===== config.mk =====
export PLATFORM = sky130hd
export DESIGN_NAME = lru_key_value_cache_top_flat
export DESIGN_NICKNAME = d
export VERILOG_FILES = /design/src/rtl/core/lkvc_pkg.sv /design/src/rtl/core/lkvc_if.sv /design/src/rtl/core/lru_key_value_cache_top.sv /design/src/rtl/core/lkvc_ctrl.sv /design/src/rtl/core/lkvc_dp.sv /design/src/flat_wrapper.sv
export SDC_FILE = /design/constraint.sdc
export NUM_CORES = 2
export LEC_CHECK = 0
export ABC_AREA = 1
export BUFFER_PORTS_ARGS = -buffer_cell sky130_fd_sc_hd__buf_4
export CORE_MARGIN = 10
export CORE_UTILIZATION = 35
export CTS_BUF_LIST = sky130_fd_sc_hd__clkbuf_8 sky130_fd_sc_hd__clkbuf_16
export DETAILED_ROUTE_END_ITERATION = 16
export GPL_ROUTABILITY_DRIVEN = 0
export PLACE_DENSITY = 0.51
export SETUP_SLACK_MARGIN = 0.15
export SLEW_MARGIN = 20
export SYNTH_ARGS = -nofsm -noshare
export SYNTH_HDL_FRONTEND = slang
export SYNTH_SLANG_ARGS = --single-unit

===== constraint.sdc =====
create_clock -name i_clk -period 6.35 [get_ports i_clk]
set_clock_uncertainty 0.15 [all_clocks]
set_input_delay 1.27 -clock i_clk [delete_from_list [all_inputs] [get_ports i_clk]]
set_output_delay 1.27 -clock i_clk [all_outputs]
set_load 0.02 [all_outputs]

===== src/rtl/core/lkvc_pkg.sv =====
// Shared types and constants for the LRU key/value cache.
// No dependencies; every other file of the block imports this package.
`timescale 1ns / 1ps

package lkvc_pkg;

    // Field widths fixed by the channel definition
    localparam int unsigned FIELD_BITS = 32;
    localparam int unsigned CAP_BITS   = 5;
    localparam logic [CAP_BITS-1:0] CAP_RESET = 5'd16;

    // Operation codes
    localparam logic OP_GET = 1'b0;
    localparam logic OP_PUT = 1'b1;

    // Sequencer states
    typedef enum logic [2:0] {
        ST_IDLE,
        ST_SCAN,
        ST_LAST,
        ST_FETCH,
        ST_UPDATE
    } t_state;

    // Controller to datapath
    typedef struct packed {
        logic start;   // capture the accepted item, clear scan results
        logic rd_en;   // key read issued this cycle
        logic upd;     // commit state update and load the result register
    } t_cmd;

    // Datapath to controller
    typedef struct packed {
        logic out_stall;   // result register full and not drained this cycle
    } t_status;

endpackage


===== src/rtl/core/lkvc_if.sv =====
// Valid/ready channel interfaces for request and result transfers.
// Depends on lkvc_pkg for the field widths.
`timescale 1ns / 1ps

interface lkvc_in_if
    import lkvc_pkg::*;
();
    logic                         valid;
    logic                         ready;
    logic                         opcode;
    logic signed [FIELD_BITS-1:0] lookup_key;
    logic signed [FIELD_BITS-1:0] write_value;

    modport source (output valid, output opcode, output lookup_key, output write_value,
                    input ready);
    modport sink   (input valid, input opcode, input lookup_key, input write_value,
                    output ready);
endinterface

interface lkvc_out_if
    import lkvc_pkg::*;
();
    logic                         valid;
    logic                         ready;
    logic                         hit;
    logic signed [FIELD_BITS-1:0] read_value;
    logic                         evicted;

    modport source (output valid, output hit, output read_value, output evicted,
                    input ready);
    modport sink   (input valid, input hit, input read_value, input evicted,
                    output ready);
endinterface


===== src/rtl/core/lru_key_value_cache_top.sv =====
// Top level of the LRU key/value cache: controller plus datapath.
// Depends on lkvc_pkg, lkvc_if, lkvc_ctrl and lkvc_dp.
//
// Usage:
//   i_in  : request channel (opcode 0 = get, 1 = put, lookup_key, write_value).
//   o_out : result channel (hit, read_value, evicted), one result per request.
//   i_cfg_valid / o_cfg_ready / i_cfg_data : capacity register write; always
//           ready, write only while no request is in flight.
//   A request is taken in the idle state, then the sequencer reads one key per
//   cycle from the key memory over all ENTRIES slots, settles the match and
//   reads the value memory in the LAST and FETCH states, and commits the
//   update in the UPDATE state. The next request is taken the cycle after
//   commit, so a new request is accepted only once the previous one has
//   committed. Reset empties the cache and sets the capacity to 16. A finished
//   result waits in the output register; a stalled receiver holds the next
//   item in its commit step until that register drains.
`timescale 1ns / 1ps

module lru_key_value_cache_top
    import lkvc_pkg::*;
#(
    parameter int unsigned ENTRIES    = 16,
    parameter int unsigned KEY_BITS   = 32,
    parameter int unsigned VALUE_BITS = 32
) (
    input  logic                i_clk,
    input  logic                i_rst_n,
    lkvc_in_if.sink             i_in,
    lkvc_out_if.source          o_out,
    input  logic                i_cfg_valid,
    output logic                o_cfg_ready,
    input  logic [CAP_BITS-1:0] i_cfg_data
);

    localparam int unsigned IDX_BITS = (ENTRIES > 1) ? $clog2(ENTRIES) : 1;

    t_cmd                cmd;
    t_status             status;
    logic [IDX_BITS-1:0] rd_addr;
    logic                in_ready;

    // Accept configuration at any time
    assign o_cfg_ready = 1'b1;

    lkvc_ctrl #(
        .ENTRIES (ENTRIES)
    ) u_ctrl (
        .i_clk      (i_clk),
        .i_rst_n    (i_rst_n),
        .i_in_valid (i_in.valid),
        .o_in_ready (in_ready),
        .i_status   (status),
        .o_cmd      (cmd),
        .o_rd_addr  (rd_addr)
    );

    lkvc_dp #(
        .ENTRIES    (ENTRIES),
        .KEY_BITS   (KEY_BITS),
        .VALUE_BITS (VALUE_BITS)
    ) u_dp (
        .i_clk       (i_clk),
        .i_rst_n     (i_rst_n),
        .i_in        (i_in),
        .o_out       (o_out),
        .i_in_ready  (in_ready),
        .i_cfg_valid (i_cfg_valid),
        .i_cfg_data  (i_cfg_data),
        .i_cmd       (cmd),
        .i_rd_addr   (rd_addr),
        .o_status    (status)
    );

endmodule


===== src/rtl/core/lkvc_ctrl.sv =====
// Sequencer for the LRU cache: accepts a request, walks the entries,
// then commits the update. Depends on lkvc_pkg.
`timescale 1ns / 1ps

module lkvc_ctrl
    import lkvc_pkg::*;
#(
    parameter int unsigned ENTRIES = 16,
    localparam int unsigned IDX_BITS = (ENTRIES > 1) ? $clog2(ENTRIES) : 1
) (
    input  logic                i_clk,
    input  logic                i_rst_n,
    input  logic                i_in_valid,
    output logic                o_in_ready,
    input  t_status             i_status,
    output t_cmd                o_cmd,
    output logic [IDX_BITS-1:0] o_rd_addr
);

    localparam logic [IDX_BITS-1:0] LAST_IDX = IDX_BITS'(ENTRIES - 1);

    t_state              r_state, n_state;
    logic [IDX_BITS-1:0] r_cnt, n_cnt;

    // State and scan counter
    always_ff @(posedge i_clk) begin
        if (!i_rst_n) begin
            r_state <= ST_IDLE;
            r_cnt   <= '0;
        end else begin
            r_state <= n_state;
            r_cnt   <= n_cnt;
        end
    end

    // Next state and commands
    always_comb begin
        n_state    = r_state;
        n_cnt      = r_cnt;
        o_cmd      = '0;
        o_in_ready = 1'b0;
        o_rd_addr  = r_cnt;
        unique case (r_state)
            ST_IDLE: begin
                o_in_ready = 1'b1;
                if (i_in_valid) begin
                    o_cmd.start = 1'b1;
                    n_cnt       = '0;
                    n_state     = ST_SCAN;
                end
            end
            ST_SCAN: begin
                o_cmd.rd_en = 1'b1;
                if (r_cnt == LAST_IDX) begin
                    n_state = ST_LAST;
                end else begin
                    n_cnt = r_cnt + 1'b1;
                end
            end
            ST_LAST: begin
                n_state = ST_FETCH;
            end
            ST_FETCH: begin
                n_state = ST_UPDATE;
            end
            ST_UPDATE: begin
                if (!i_status.out_stall) begin
                    o_cmd.upd = 1'b1;
                    n_state   = ST_IDLE;
                end
            end
            default: begin
                n_state = ST_IDLE;
            end
        endcase
    end

    // Checks
    a_start_idle: assert property (@(posedge i_clk) disable iff (!i_rst_n)
        o_cmd.start |=> (r_state == ST_SCAN) && (r_cnt == '0))
        else $error("start did not enter the scan at entry zero");
    a_upd_no_stall: assert property (@(posedge i_clk) disable iff (!i_rst_n)
        o_cmd.upd |-> !i_status.out_stall)
        else $error("update committed into a full result register");
    a_upd_to_idle: assert property (@(posedge i_clk) disable iff (!i_rst_n)
        o_cmd.upd |=> o_in_ready)
        else $error("sequencer did not return to idle after update");

endmodule


===== src/rtl/core/lkvc_dp.sv =====
// Datapath for the LRU cache: key/value memories, valid bits, recency
// ranks, scan registers and the result register. Depends on lkvc_pkg, lkvc_if.
`timescale 1ns / 1ps

module lkvc_dp
    import lkvc_pkg::*;
#(
    parameter int unsigned ENTRIES    = 16,
    parameter int unsigned KEY_BITS   = 32,
    parameter int unsigned VALUE_BITS = 32,
    localparam int unsigned IDX_BITS = (ENTRIES > 1) ? $clog2(ENTRIES) : 1
) (
    input  logic                i_clk,
    input  logic                i_rst_n,
    lkvc_in_if.sink             i_in,
    lkvc_out_if.source          o_out,
    input  logic                i_in_ready,
    input  logic                i_cfg_valid,
    input  logic [CAP_BITS-1:0] i_cfg_data,
    input  t_cmd                i_cmd,
    input  logic [IDX_BITS-1:0] i_rd_addr,
    output t_status             o_status
);

    localparam int unsigned CNT_BITS = $clog2(ENTRIES + 1);
    localparam int unsigned CMP_BITS = (CNT_BITS > CAP_BITS) ? CNT_BITS : CAP_BITS;

    // Storage
    logic [KEY_BITS-1:0]   r_keys   [ENTRIES];
    logic [VALUE_BITS-1:0] r_values [ENTRIES];
    logic [ENTRIES-1:0]    r_valid, n_valid;
    logic [IDX_BITS-1:0]   r_rank   [ENTRIES];
    logic [IDX_BITS-1:0]   n_rank   [ENTRIES];
    logic [CNT_BITS-1:0]   r_live, n_live;
    logic [CAP_BITS-1:0]   r_cap;

    // Captured request and scan results
    logic                  r_op;
    logic [KEY_BITS-1:0]   r_key;
    logic [VALUE_BITS-1:0] r_wval;
    logic [KEY_BITS-1:0]   r_key_q;
    logic [VALUE_BITS-1:0] r_val_q;
    logic                  r_chk_en;
    logic [IDX_BITS-1:0]   r_chk_idx;
    logic                  r_found, r_has_old, r_has_free;
    logic [IDX_BITS-1:0]   r_found_idx, r_found_rank, r_old_idx, r_old_rank, r_free_idx;

    // Result register
    logic                  r_out_vld;
    logic                  r_out_hit;
    logic [FIELD_BITS-1:0] r_out_val;
    logic                  r_out_ev;

    logic [CMP_BITS-1:0]   eff_cap;
    logic                  do_evict, do_insert, do_touch;
    logic [IDX_BITS-1:0]   slot_idx;

    // Request ready comes from the sequencer
    assign i_in.ready = i_in_ready;

    // Capacity register
    always_ff @(posedge i_clk) begin
        if (!i_rst_n) begin
            r_cap <= CAP_RESET;
        end else if (i_cfg_valid) begin
            r_cap <= i_cfg_data;
        end
    end

    // Clamp capacity to one and to the built depth
    always_comb begin
        if (r_cap == '0) begin
            eff_cap = CMP_BITS'(1);
        end else if (CMP_BITS'(r_cap) > CMP_BITS'(ENTRIES)) begin
            eff_cap = CMP_BITS'(ENTRIES);
        end else begin
            eff_cap = CMP_BITS'(r_cap);
        end
    end

    // Registered memory reads: key at scan address, value at the hit entry
    always_ff @(posedge i_clk) begin
        r_key_q <= r_keys[i_rd_addr];
        r_val_q <= r_values[r_found_idx];
    end

    // Scan pipeline valid
    always_ff @(posedge i_clk) begin
        if (!i_rst_n) begin
            r_chk_en <= 1'b0;
        end else begin
            r_chk_en <= i_cmd.rd_en;
        end
    end

    always_ff @(posedge i_clk) begin
        r_chk_idx <= i_rd_addr;
    end

    // Capture request, then accumulate match, oldest and first free entry
    always_ff @(posedge i_clk) begin
        if (!i_rst_n) begin
            r_found    <= 1'b0;
            r_has_old  <= 1'b0;
            r_has_free <= 1'b0;
        end else if (i_cmd.start) begin
            r_found    <= 1'b0;
            r_has_old  <= 1'b0;
            r_has_free <= 1'b0;
        end else if (r_chk_en) begin
            if (r_valid[r_chk_idx] && r_key_q == r_key && !r_found) begin
                r_found <= 1'b1;
            end
            if (r_valid[r_chk_idx] && (!r_has_old || r_rank[r_chk_idx] > r_old_rank)) begin
                r_has_old <= 1'b1;
            end
            if (!r_valid[r_chk_idx] && !r_has_free) begin
                r_has_free <= 1'b1;
            end
        end
    end

    always_ff @(posedge i_clk) begin
        if (i_cmd.start) begin
            r_op        <= i_in.opcode;
            r_key       <= KEY_BITS'(i_in.lookup_key);
            r_wval      <= VALUE_BITS'(i_in.write_value);
            r_found_idx <= '0;
        end else if (r_chk_en) begin
            if (r_valid[r_chk_idx] && r_key_q == r_key && !r_found) begin
                r_found_idx  <= r_chk_idx;
                r_found_rank <= r_rank[r_chk_idx];
            end
            if (r_valid[r_chk_idx] && (!r_has_old || r_rank[r_chk_idx] > r_old_rank)) begin
                r_old_idx  <= r_chk_idx;
                r_old_rank <= r_rank[r_chk_idx];
            end
            if (!r_valid[r_chk_idx] && !r_has_free) begin
                r_free_idx <= r_chk_idx;
            end
        end
    end

    // Decide the update
    always_comb begin
        do_touch  = r_found;
        do_evict  = (r_op == OP_PUT) && !r_found && r_has_old &&
                    (CMP_BITS'(r_live) >= eff_cap);
        do_insert = (r_op == OP_PUT) && !r_found && (r_has_free || do_evict);
        if (do_evict && (!r_has_free || r_old_idx < r_free_idx)) begin
            slot_idx = r_old_idx;
        end else begin
            slot_idx = r_free_idx;
        end
    end

    // Per-entry valid and rank update
    always_comb begin
        n_live = r_live;
        for (int i = 0; i < ENTRIES; i++) begin
            n_valid[i] = r_valid[i];
            n_rank[i]  = r_rank[i];
            if (do_touch) begin
                if (r_valid[i] && r_rank[i] < r_found_rank) begin
                    n_rank[i] = r_rank[i] + 1'b1;
                end
                if (IDX_BITS'(i) == r_found_idx) begin
                    n_rank[i] = '0;
                end
            end else if (do_insert) begin
                if (do_evict && IDX_BITS'(i) == r_old_idx) begin
                    n_valid[i] = 1'b0;
                    n_rank[i]  = '0;
                end
                if (n_valid[i]) begin
                    n_rank[i] = n_rank[i] + 1'b1;
                end
                if (IDX_BITS'(i) == slot_idx) begin
                    n_valid[i] = 1'b1;
                    n_rank[i]  = '0;
                end
            end
        end
        if (do_insert && !do_evict) begin
            n_live = r_live + 1'b1;
        end
    end

    always_ff @(posedge i_clk) begin
        if (!i_rst_n) begin
            r_valid <= '0;
            r_live  <= '0;
            for (int i = 0; i < ENTRIES; i++) begin
                r_rank[i] <= '0;
            end
        end else if (i_cmd.upd) begin
            r_valid <= n_valid;
            r_live  <= n_live;
            for (int i = 0; i < ENTRIES; i++) begin
                r_rank[i] <= n_rank[i];
            end
        end
    end

    // Memory writes
    always_ff @(posedge i_clk) begin
        if (i_cmd.upd && do_insert) begin
            r_keys[slot_idx]   <= r_key;
            r_values[slot_idx] <= r_wval;
        end else if (i_cmd.upd && r_op == OP_PUT && r_found) begin
            r_values[r_found_idx] <= r_wval;
        end
    end

    // Result register: drop on transfer, load on update
    always_ff @(posedge i_clk) begin
        if (!i_rst_n) begin
            r_out_vld <= 1'b0;
        end else if (i_cmd.upd) begin
            r_out_vld <= 1'b1;
        end else if (o_out.ready) begin
            r_out_vld <= 1'b0;
        end
    end

    always_ff @(posedge i_clk) begin
        if (i_cmd.upd) begin
            r_out_hit <= r_found;
            r_out_ev  <= do_evict;
            if (r_op == OP_PUT) begin
                r_out_val <= '0;
            end else if (r_found) begin
                r_out_val <= FIELD_BITS'(r_val_q);
            end else begin
                r_out_val <= '1;
            end
        end
    end

    assign o_out.valid        = r_out_vld;
    assign o_out.hit          = r_out_hit;
    assign o_out.read_value   = r_out_val;
    assign o_out.evicted      = r_out_ev;
    assign o_status.out_stall = r_out_vld && !o_out.ready;

    // Checks
    a_live_count: assert property (@(posedge i_clk) disable iff (!i_rst_n)
        r_live == CNT_BITS'($countones(r_valid)))
        else $error("live count disagrees with valid bits");
    a_upd_loads: assert property (@(posedge i_clk) disable iff (!i_rst_n)
        i_cmd.upd |=> r_out_vld)
        else $error("update did not load the result register");
    a_evict_full: assert property (@(posedge i_clk) disable iff (!i_rst_n)
        (i_cmd.upd && do_evict) |-> (r_live != '0))
        else $error("eviction with no live entry");

endmodule


===== src/flat_wrapper.sv =====
// flat-port wrapper written by rule: the top's interface ports become plain ports
module lru_key_value_cache_top_flat import lkvc_pkg::*;
#(
    parameter int unsigned ENTRIES    = 16,
    parameter int unsigned KEY_BITS   = 32,
    parameter int unsigned VALUE_BITS = 32
)
  (i_clk, i_rst_n, i_cfg_valid, o_cfg_ready, i_cfg_data, i_in_valid, i_in_opcode, i_in_lookup_key, i_in_write_value, i_in_ready, o_out_valid, o_out_hit, o_out_read_value, o_out_evicted, o_out_ready);
  lkvc_in_if i_in_i ();
  lkvc_out_if o_out_i ();
  input  logic i_clk;
  input  logic i_rst_n;
  input  logic i_cfg_valid;
  output logic o_cfg_ready;
  input  logic [CAP_BITS-1:0] i_cfg_data;
  input wire logic [$bits(i_in_i.valid)-1:0] i_in_valid;
  input wire logic [$bits(i_in_i.opcode)-1:0] i_in_opcode;
  input wire logic [$bits(i_in_i.lookup_key)-1:0] i_in_lookup_key;
  input wire logic [$bits(i_in_i.write_value)-1:0] i_in_write_value;
  output wire logic [$bits(i_in_i.ready)-1:0] i_in_ready;
  output wire logic [$bits(o_out_i.valid)-1:0] o_out_valid;
  output wire logic [$bits(o_out_i.hit)-1:0] o_out_hit;
  output wire logic [$bits(o_out_i.read_value)-1:0] o_out_read_value;
  output wire logic [$bits(o_out_i.evicted)-1:0] o_out_evicted;
  input wire logic [$bits(o_out_i.ready)-1:0] o_out_ready;
  assign i_in_i.valid = i_in_valid;
  assign i_in_i.opcode = i_in_opcode;
  assign i_in_i.lookup_key = i_in_lookup_key;
  assign i_in_i.write_value = i_in_write_value;
  assign i_in_ready = i_in_i.ready;
  assign o_out_valid = o_out_i.valid;
  assign o_out_hit = o_out_i.hit;
  assign o_out_read_value = o_out_i.read_value;
  assign o_out_evicted = o_out_i.evicted;
  assign o_out_i.ready = o_out_ready;
  lru_key_value_cache_top #(.ENTRIES(ENTRIES), .KEY_BITS(KEY_BITS), .VALUE_BITS(VALUE_BITS)) u_core (.i_clk(i_clk), .i_rst_n(i_rst_n), .i_in(i_in_i), .o_out(o_out_i), .i_cfg_valid(i_cfg_valid), .o_cfg_ready(o_cfg_ready), .i_cfg_data(i_cfg_data));
endmodule

==> results.txt <==
----------------------------------------------------
[Power]
  Power density relative to cell area ... 352 mW/mm2
  Combinational power share ... 12.9%
  Cell internal pwr ... 15800 uW
  Static leakage ... 0.0209 uW
  Proportion of power drawn by the clock network ... 38.4%
  Power spent charging and discharging nets ... 6010 uW
  Peak supply drop ... 304 uV
  Sw Share ... 27.6%
  Power share of the sequential group ... 48.8%

[STA]
  Setup repair after global routing missed its margin ... no
  Hold_ws ... 0.329 ns
  Number of max-slew violations in the final report ... 0
  Worst-case headroom to the max-slew limit ... 26.0%
  Hold violation total from the final report ... 0
  Summed negative setup slack over all endpoints ... 0 ns
  Highest clock rate ... 203 MHz
  Time the worst path needs with I/O delays and setup ... 4.92 ns
  Worst-margin pin slew ... 1.11 ns
  Final period util ... 77.5%
  Final setup fails ... 0

[Worst setup path]
  Worst-case register-to-register setup slack ... 1.43 ns
  Req. time, crit path ... 6.65 ns
  Crit-path slowest cell ... sky130_fd_sc_hd__nor2_4
  Sequence of cells on the critical path ... or4_1, nand2_1, nand2_1, ha_1, nand3_1, nor2_1, nor2_1, nor2_4, nand3_1, nand2_1, inv_1, o21ai_0, nand2_1, nor2_4, buf_4
  Terminus of the critical flop-to-flop path ... u_core.u_dp.r_values[10][22]
  Buffers & Inverters on Critical Path ... 2
  Critical Path Most Common Cell ... sky130_fd_sc_hd__nand2_1
  R2R Path Start ... u_core.u_dp.r_cap[0]
  Element type at the critical path start ... flip-flop
  Reg2reg path depth ... 15
  Number of stages on the worst setup path ... 15
  Maximum fanout encountered on the critical timing path ... 23
  Delay of the slowest cell on the worst path ... 0.71 ns
  Critical Setup Path Class ... flip-flop to flip-flop
  Signal arrival time at the worst endpoint ... 5.22 ns
  Kind of cell with the highest combined delay on the critical path ... simple AND/OR/NAND/NOR gates
  Critical path capture point type ... flip-flop

[Global route]
  GRT Util Overall ... 17.4%
  Vias in the first global route ... 34.2k
  Global route total overflow ... 0
  Antenna violations before repair ... 2
  First-pass GRT wire length ... 227000 um
  Pin count of the biggest net entering global routing ... 180

[Layout]
  Sequential cell area ... 0.0383 mm2
  Area growth, synth to finish ... 14.4%
  Number of nets in the final layout ... 4562
  Count of fill cells added during filler insertion ... 14.6k
  Fraction of final layout cells sized beyond drive strength 1 ... 10.7%
  Antenna Diode Count ... 0
  Most frequent cells in the layout ... sky130_fd_sc_hd__edfxtp_1 (1203), sky130_fd_sc_hd__nor2_1 (424), sky130_fd_sc_hd__nand3_1 (421)
  Most common library cell in the layout ignoring fill and taps ... sky130_fd_sc_hd__edfxtp_1
  Layout Utilization ... 40.2%
  Multi-input logic area ... 0.0141 mm2

[Clock tree]
  Hold buffer count at cts ... 0
  Number of H-tree levels ... 4
  Number of setup buffers added after CTS ... 0
  Clock-pin slew on the worst setup and hold paths ... 0.06 ns
  Resized Gates After CTS ... 0
  Num Clock Sinks ... 1313
  Maximum buffer depth of the clock tree ... 3
  Clock root buffer ... sky130_fd_sc_hd__clkbuf_16
  Clk Latency, worst-skew pair ... 0.78 ns
  Clock tree from TritonCTS ... done
  TritonCTS Buffers ... 144

[Routing]
  DRC violations left ... 0
  Total length of routed wires ... 152000 um
  Count of antenna-violating nets left after detailed routing ... 0
  Vias ... 35.1k
  Starting DRC count in detailed routing ... 3048
  Drt via density ... 5.36
  Number of iterations in the first detailed-routing pass ... 5
  Average detailed-routed wire length per instance ... 23.1 um

[Run]
  Max_cap viols ... 0

[Synth]
  Number of warning messages in the yosys log ... 0
  Number of synthesized flops with an enable pin ... 1203
  Top FF cell, synth ... sky130_fd_sc_hd__edfxtp_1
  Synth Instances ... 4343
  Fraction of the yosys area taken by sequential cells ... 70.8%
  Post-synthesis register bit count ... 1313
  Netlist cell types ... 48
  Post-synthesis cell area ... 0.0541 mm2
  Share of synthesized registers carrying an async set or reset ... 0%
  Average cell area after synthesis ... 12.5 um2
  Total nets after synthesis ... 4512

[Die]
  I/O pin count ... 112
  Floorplan die area ... 0.171 mm2
  Total number of placement rows ... 144
  Starting density of the core ... 35.2%
  Core Box Area ... 0.154 mm2
  Die Wd ... 413 um
  Vertical die dimension ... 413 um

[Min path]
  Hold-critical path depth ... 2
  Hold path startpoint ... u_core.u_dp.r_has_old
  Worst min-delay path category ... flip-flop to flip-flop
  Endpoint of the worst hold-timing path ... u_core.u_dp.r_has_old

[Placement]
  Sum of net half-perimeters after detailed placement ... 86600 um
  Number of I/O port buffers ... 110

[Status]
  Status ... completed

----------------------------------------------------
[cell usage after synthesis, types with 4 or more instances]
master,count,share of area (%)
sky130_fd_sc_hd__a21boi_0,16,0.22
sky130_fd_sc_hd__clkbuf_1,202,1.4
sky130_fd_sc_hd__buf_2,31,0.29
sky130_fd_sc_hd__edfxtp_1,1203,67
sky130_fd_sc_hd__or2_2,25,0.29
sky130_fd_sc_hd__nand2_2,10,0.12
sky130_fd_sc_hd__xnor2_1,11,0.18
sky130_fd_sc_hd__xor2_1,38,0.61
sky130_fd_sc_hd__buf_1,27,0.19
sky130_fd_sc_hd__inv_1,192,1.3
sky130_fd_sc_hd__dfxtp_1,110,4.1
sky130_fd_sc_hd__a21oi_1,172,1.6
sky130_fd_sc_hd__or2_1,7,0.081
sky130_fd_sc_hd__or3_1,32,0.37
sky130_fd_sc_hd__nand4_1,12,0.14
sky130_fd_sc_hd__o211ai_1,44,0.61
sky130_fd_sc_hd__o21ai_0,367,3.4
sky130_fd_sc_hd__nand3_1,421,3.9
sky130_fd_sc_hd__a22oi_1,128,1.8
sky130_fd_sc_hd__ha_1,94,2.2
sky130_fd_sc_hd__nor3_1,21,0.19
sky130_fd_sc_hd__nand2_1,397,2.8
sky130_fd_sc_hd__o22ai_1,31,0.36
sky130_fd_sc_hd__nor2_1,440,3.1
sky130_fd_sc_hd__nor2_2,8,0.092
sky130_fd_sc_hd__inv_2,8,0.055
sky130_fd_sc_hd__o221ai_1,108,1.7
sky130_fd_sc_hd__a31oi_1,152,1.8
sky130_fd_sc_hd__buf_4,4,0.055
[cell type report]
| class | instances | area share (%) |
|---|---|---|
| sequential | 1313 | 61.9 |
| multi-input combinational | 2562 | 22.8 |
| clock buffer | 152 | 6.04 |
| tap | 2044 | 4.13 |
| timing repair buffer | 169 | 2.19 |
| clock inverter | 108 | 1.63 |
| inverter | 203 | 1.25 |
[cell families after synthesis]
logic type	Yosys count	synth area share (%)
adders and majority gates	94	2.17
DFF	1313	70.8
other	1	0.00693
and+or+nand+nor	1387	11.2
buffers and inverters	468	3.36
xor gates and xnor gates	49	0.793
AOI/OAI and AO/OA	1031	11.7
[worst max path at each step]
stage | startpoint | to
after global routing | u_core.u_dp.r_cap[0] | u_core.u_dp.r_values[10][24]
after CTS | u_core.u_dp.r_cap[0] | u_core.u_dp.r_values[10][24]
after detailed placement | u_core.u_dp.r_cap[0] | u_core.u_dp.r_values[10][16]
final | u_core.u_dp.r_cap[0] | u_core.u_dp.r_values[10][22]
after floorplan | o_out_ready | u_core.u_dp.r_values[12][0]
after global placement | u_core.u_dp.r_cap[0] | u_core.u_dp.r_values[7][31]
[stage by stage]
step	cells	power (uW)	worst slack [ns]	area (um2)
after global placement	6288	13600	1.46	57100
after detailed placement	6291	13600	1.42	57200
final	6551	21800	1.43	61900
after global routing	6551	22700	1.05	61900
after floorplan	4343	12400	1.25	54100
after CTS	6551	22000	1.40	61900
[power by group through the flow]
| stage | Sequential [uW] | Combinational [uW] | Clock [uW] |
|---|---|---|---|
| 5_1_grt | 10700 | 3170 | 8890 |
| 6_report | 10600 | 2800 | 8370 |
| 3_3_place_gp | 10800 | 2800 | 0 |
| 3_5_place_dp | 10800 | 2820 | 0 |
| 2_1_floorplan | 10500 | 1890 | 0 |
| 4_1_cts | 10600 | 2830 | 8550 |
[registers in the layout, indices dropped and copies added (netlist names), 5 cells and up]
signal	flops
u_core.u_dp.r_key	32
u_core.u_dp.o_out.read_value	32
u_core.u_dp.r_valid	16
u_core.u_dp.r_wval	32
u_core.u_dp.r_key_q	32
u_core.u_dp.r_keys	512
u_core.u_dp.r_val_q	32
u_core.u_dp.r_rank	64
u_core.u_dp.r_cap	5
u_core.u_dp.r_values	512
u_core.u_dp.r_live	5
[worst register-to-register path: stages, from the launching register on]
cell                      delay [ns]
sky130_fd_sc_hd__dfxtp_1        0.31
sky130_fd_sc_hd__or4_1          0.54
sky130_fd_sc_hd__nand2_1        0.12
sky130_fd_sc_hd__nand2_1        0.07
sky130_fd_sc_hd__ha_1           0.29
sky130_fd_sc_hd__nand3_1        0.07
sky130_fd_sc_hd__nor2_1         0.16
sky130_fd_sc_hd__nor2_1         0.10
sky130_fd_sc_hd__nor2_4         0.48
sky130_fd_sc_hd__nand3_1        0.16
sky130_fd_sc_hd__nand2_1        0.17
sky130_fd_sc_hd__inv_1          0.12
sky130_fd_sc_hd__o21ai_0        0.40
sky130_fd_sc_hd__nand2_1        0.35
sky130_fd_sc_hd__nor2_4         0.71
sky130_fd_sc_hd__buf_4          0.40
[routing by layer]
| metal | vias to the layer above | GRT usage, % | share of wire [%] |
|---|---|---|---|
| met4 | 0 | 4.89 | 2.3 |
| met3 | 216 | 2.75 | 5.2 |
| met2 | 986 | 27.5 | 46 |
| li1 | 16288 | - | - |
| met5 | - | 0 | 0 |
| met1 | 17598 | 24.8 | 46 |
(Power assumes the default switching activity.)
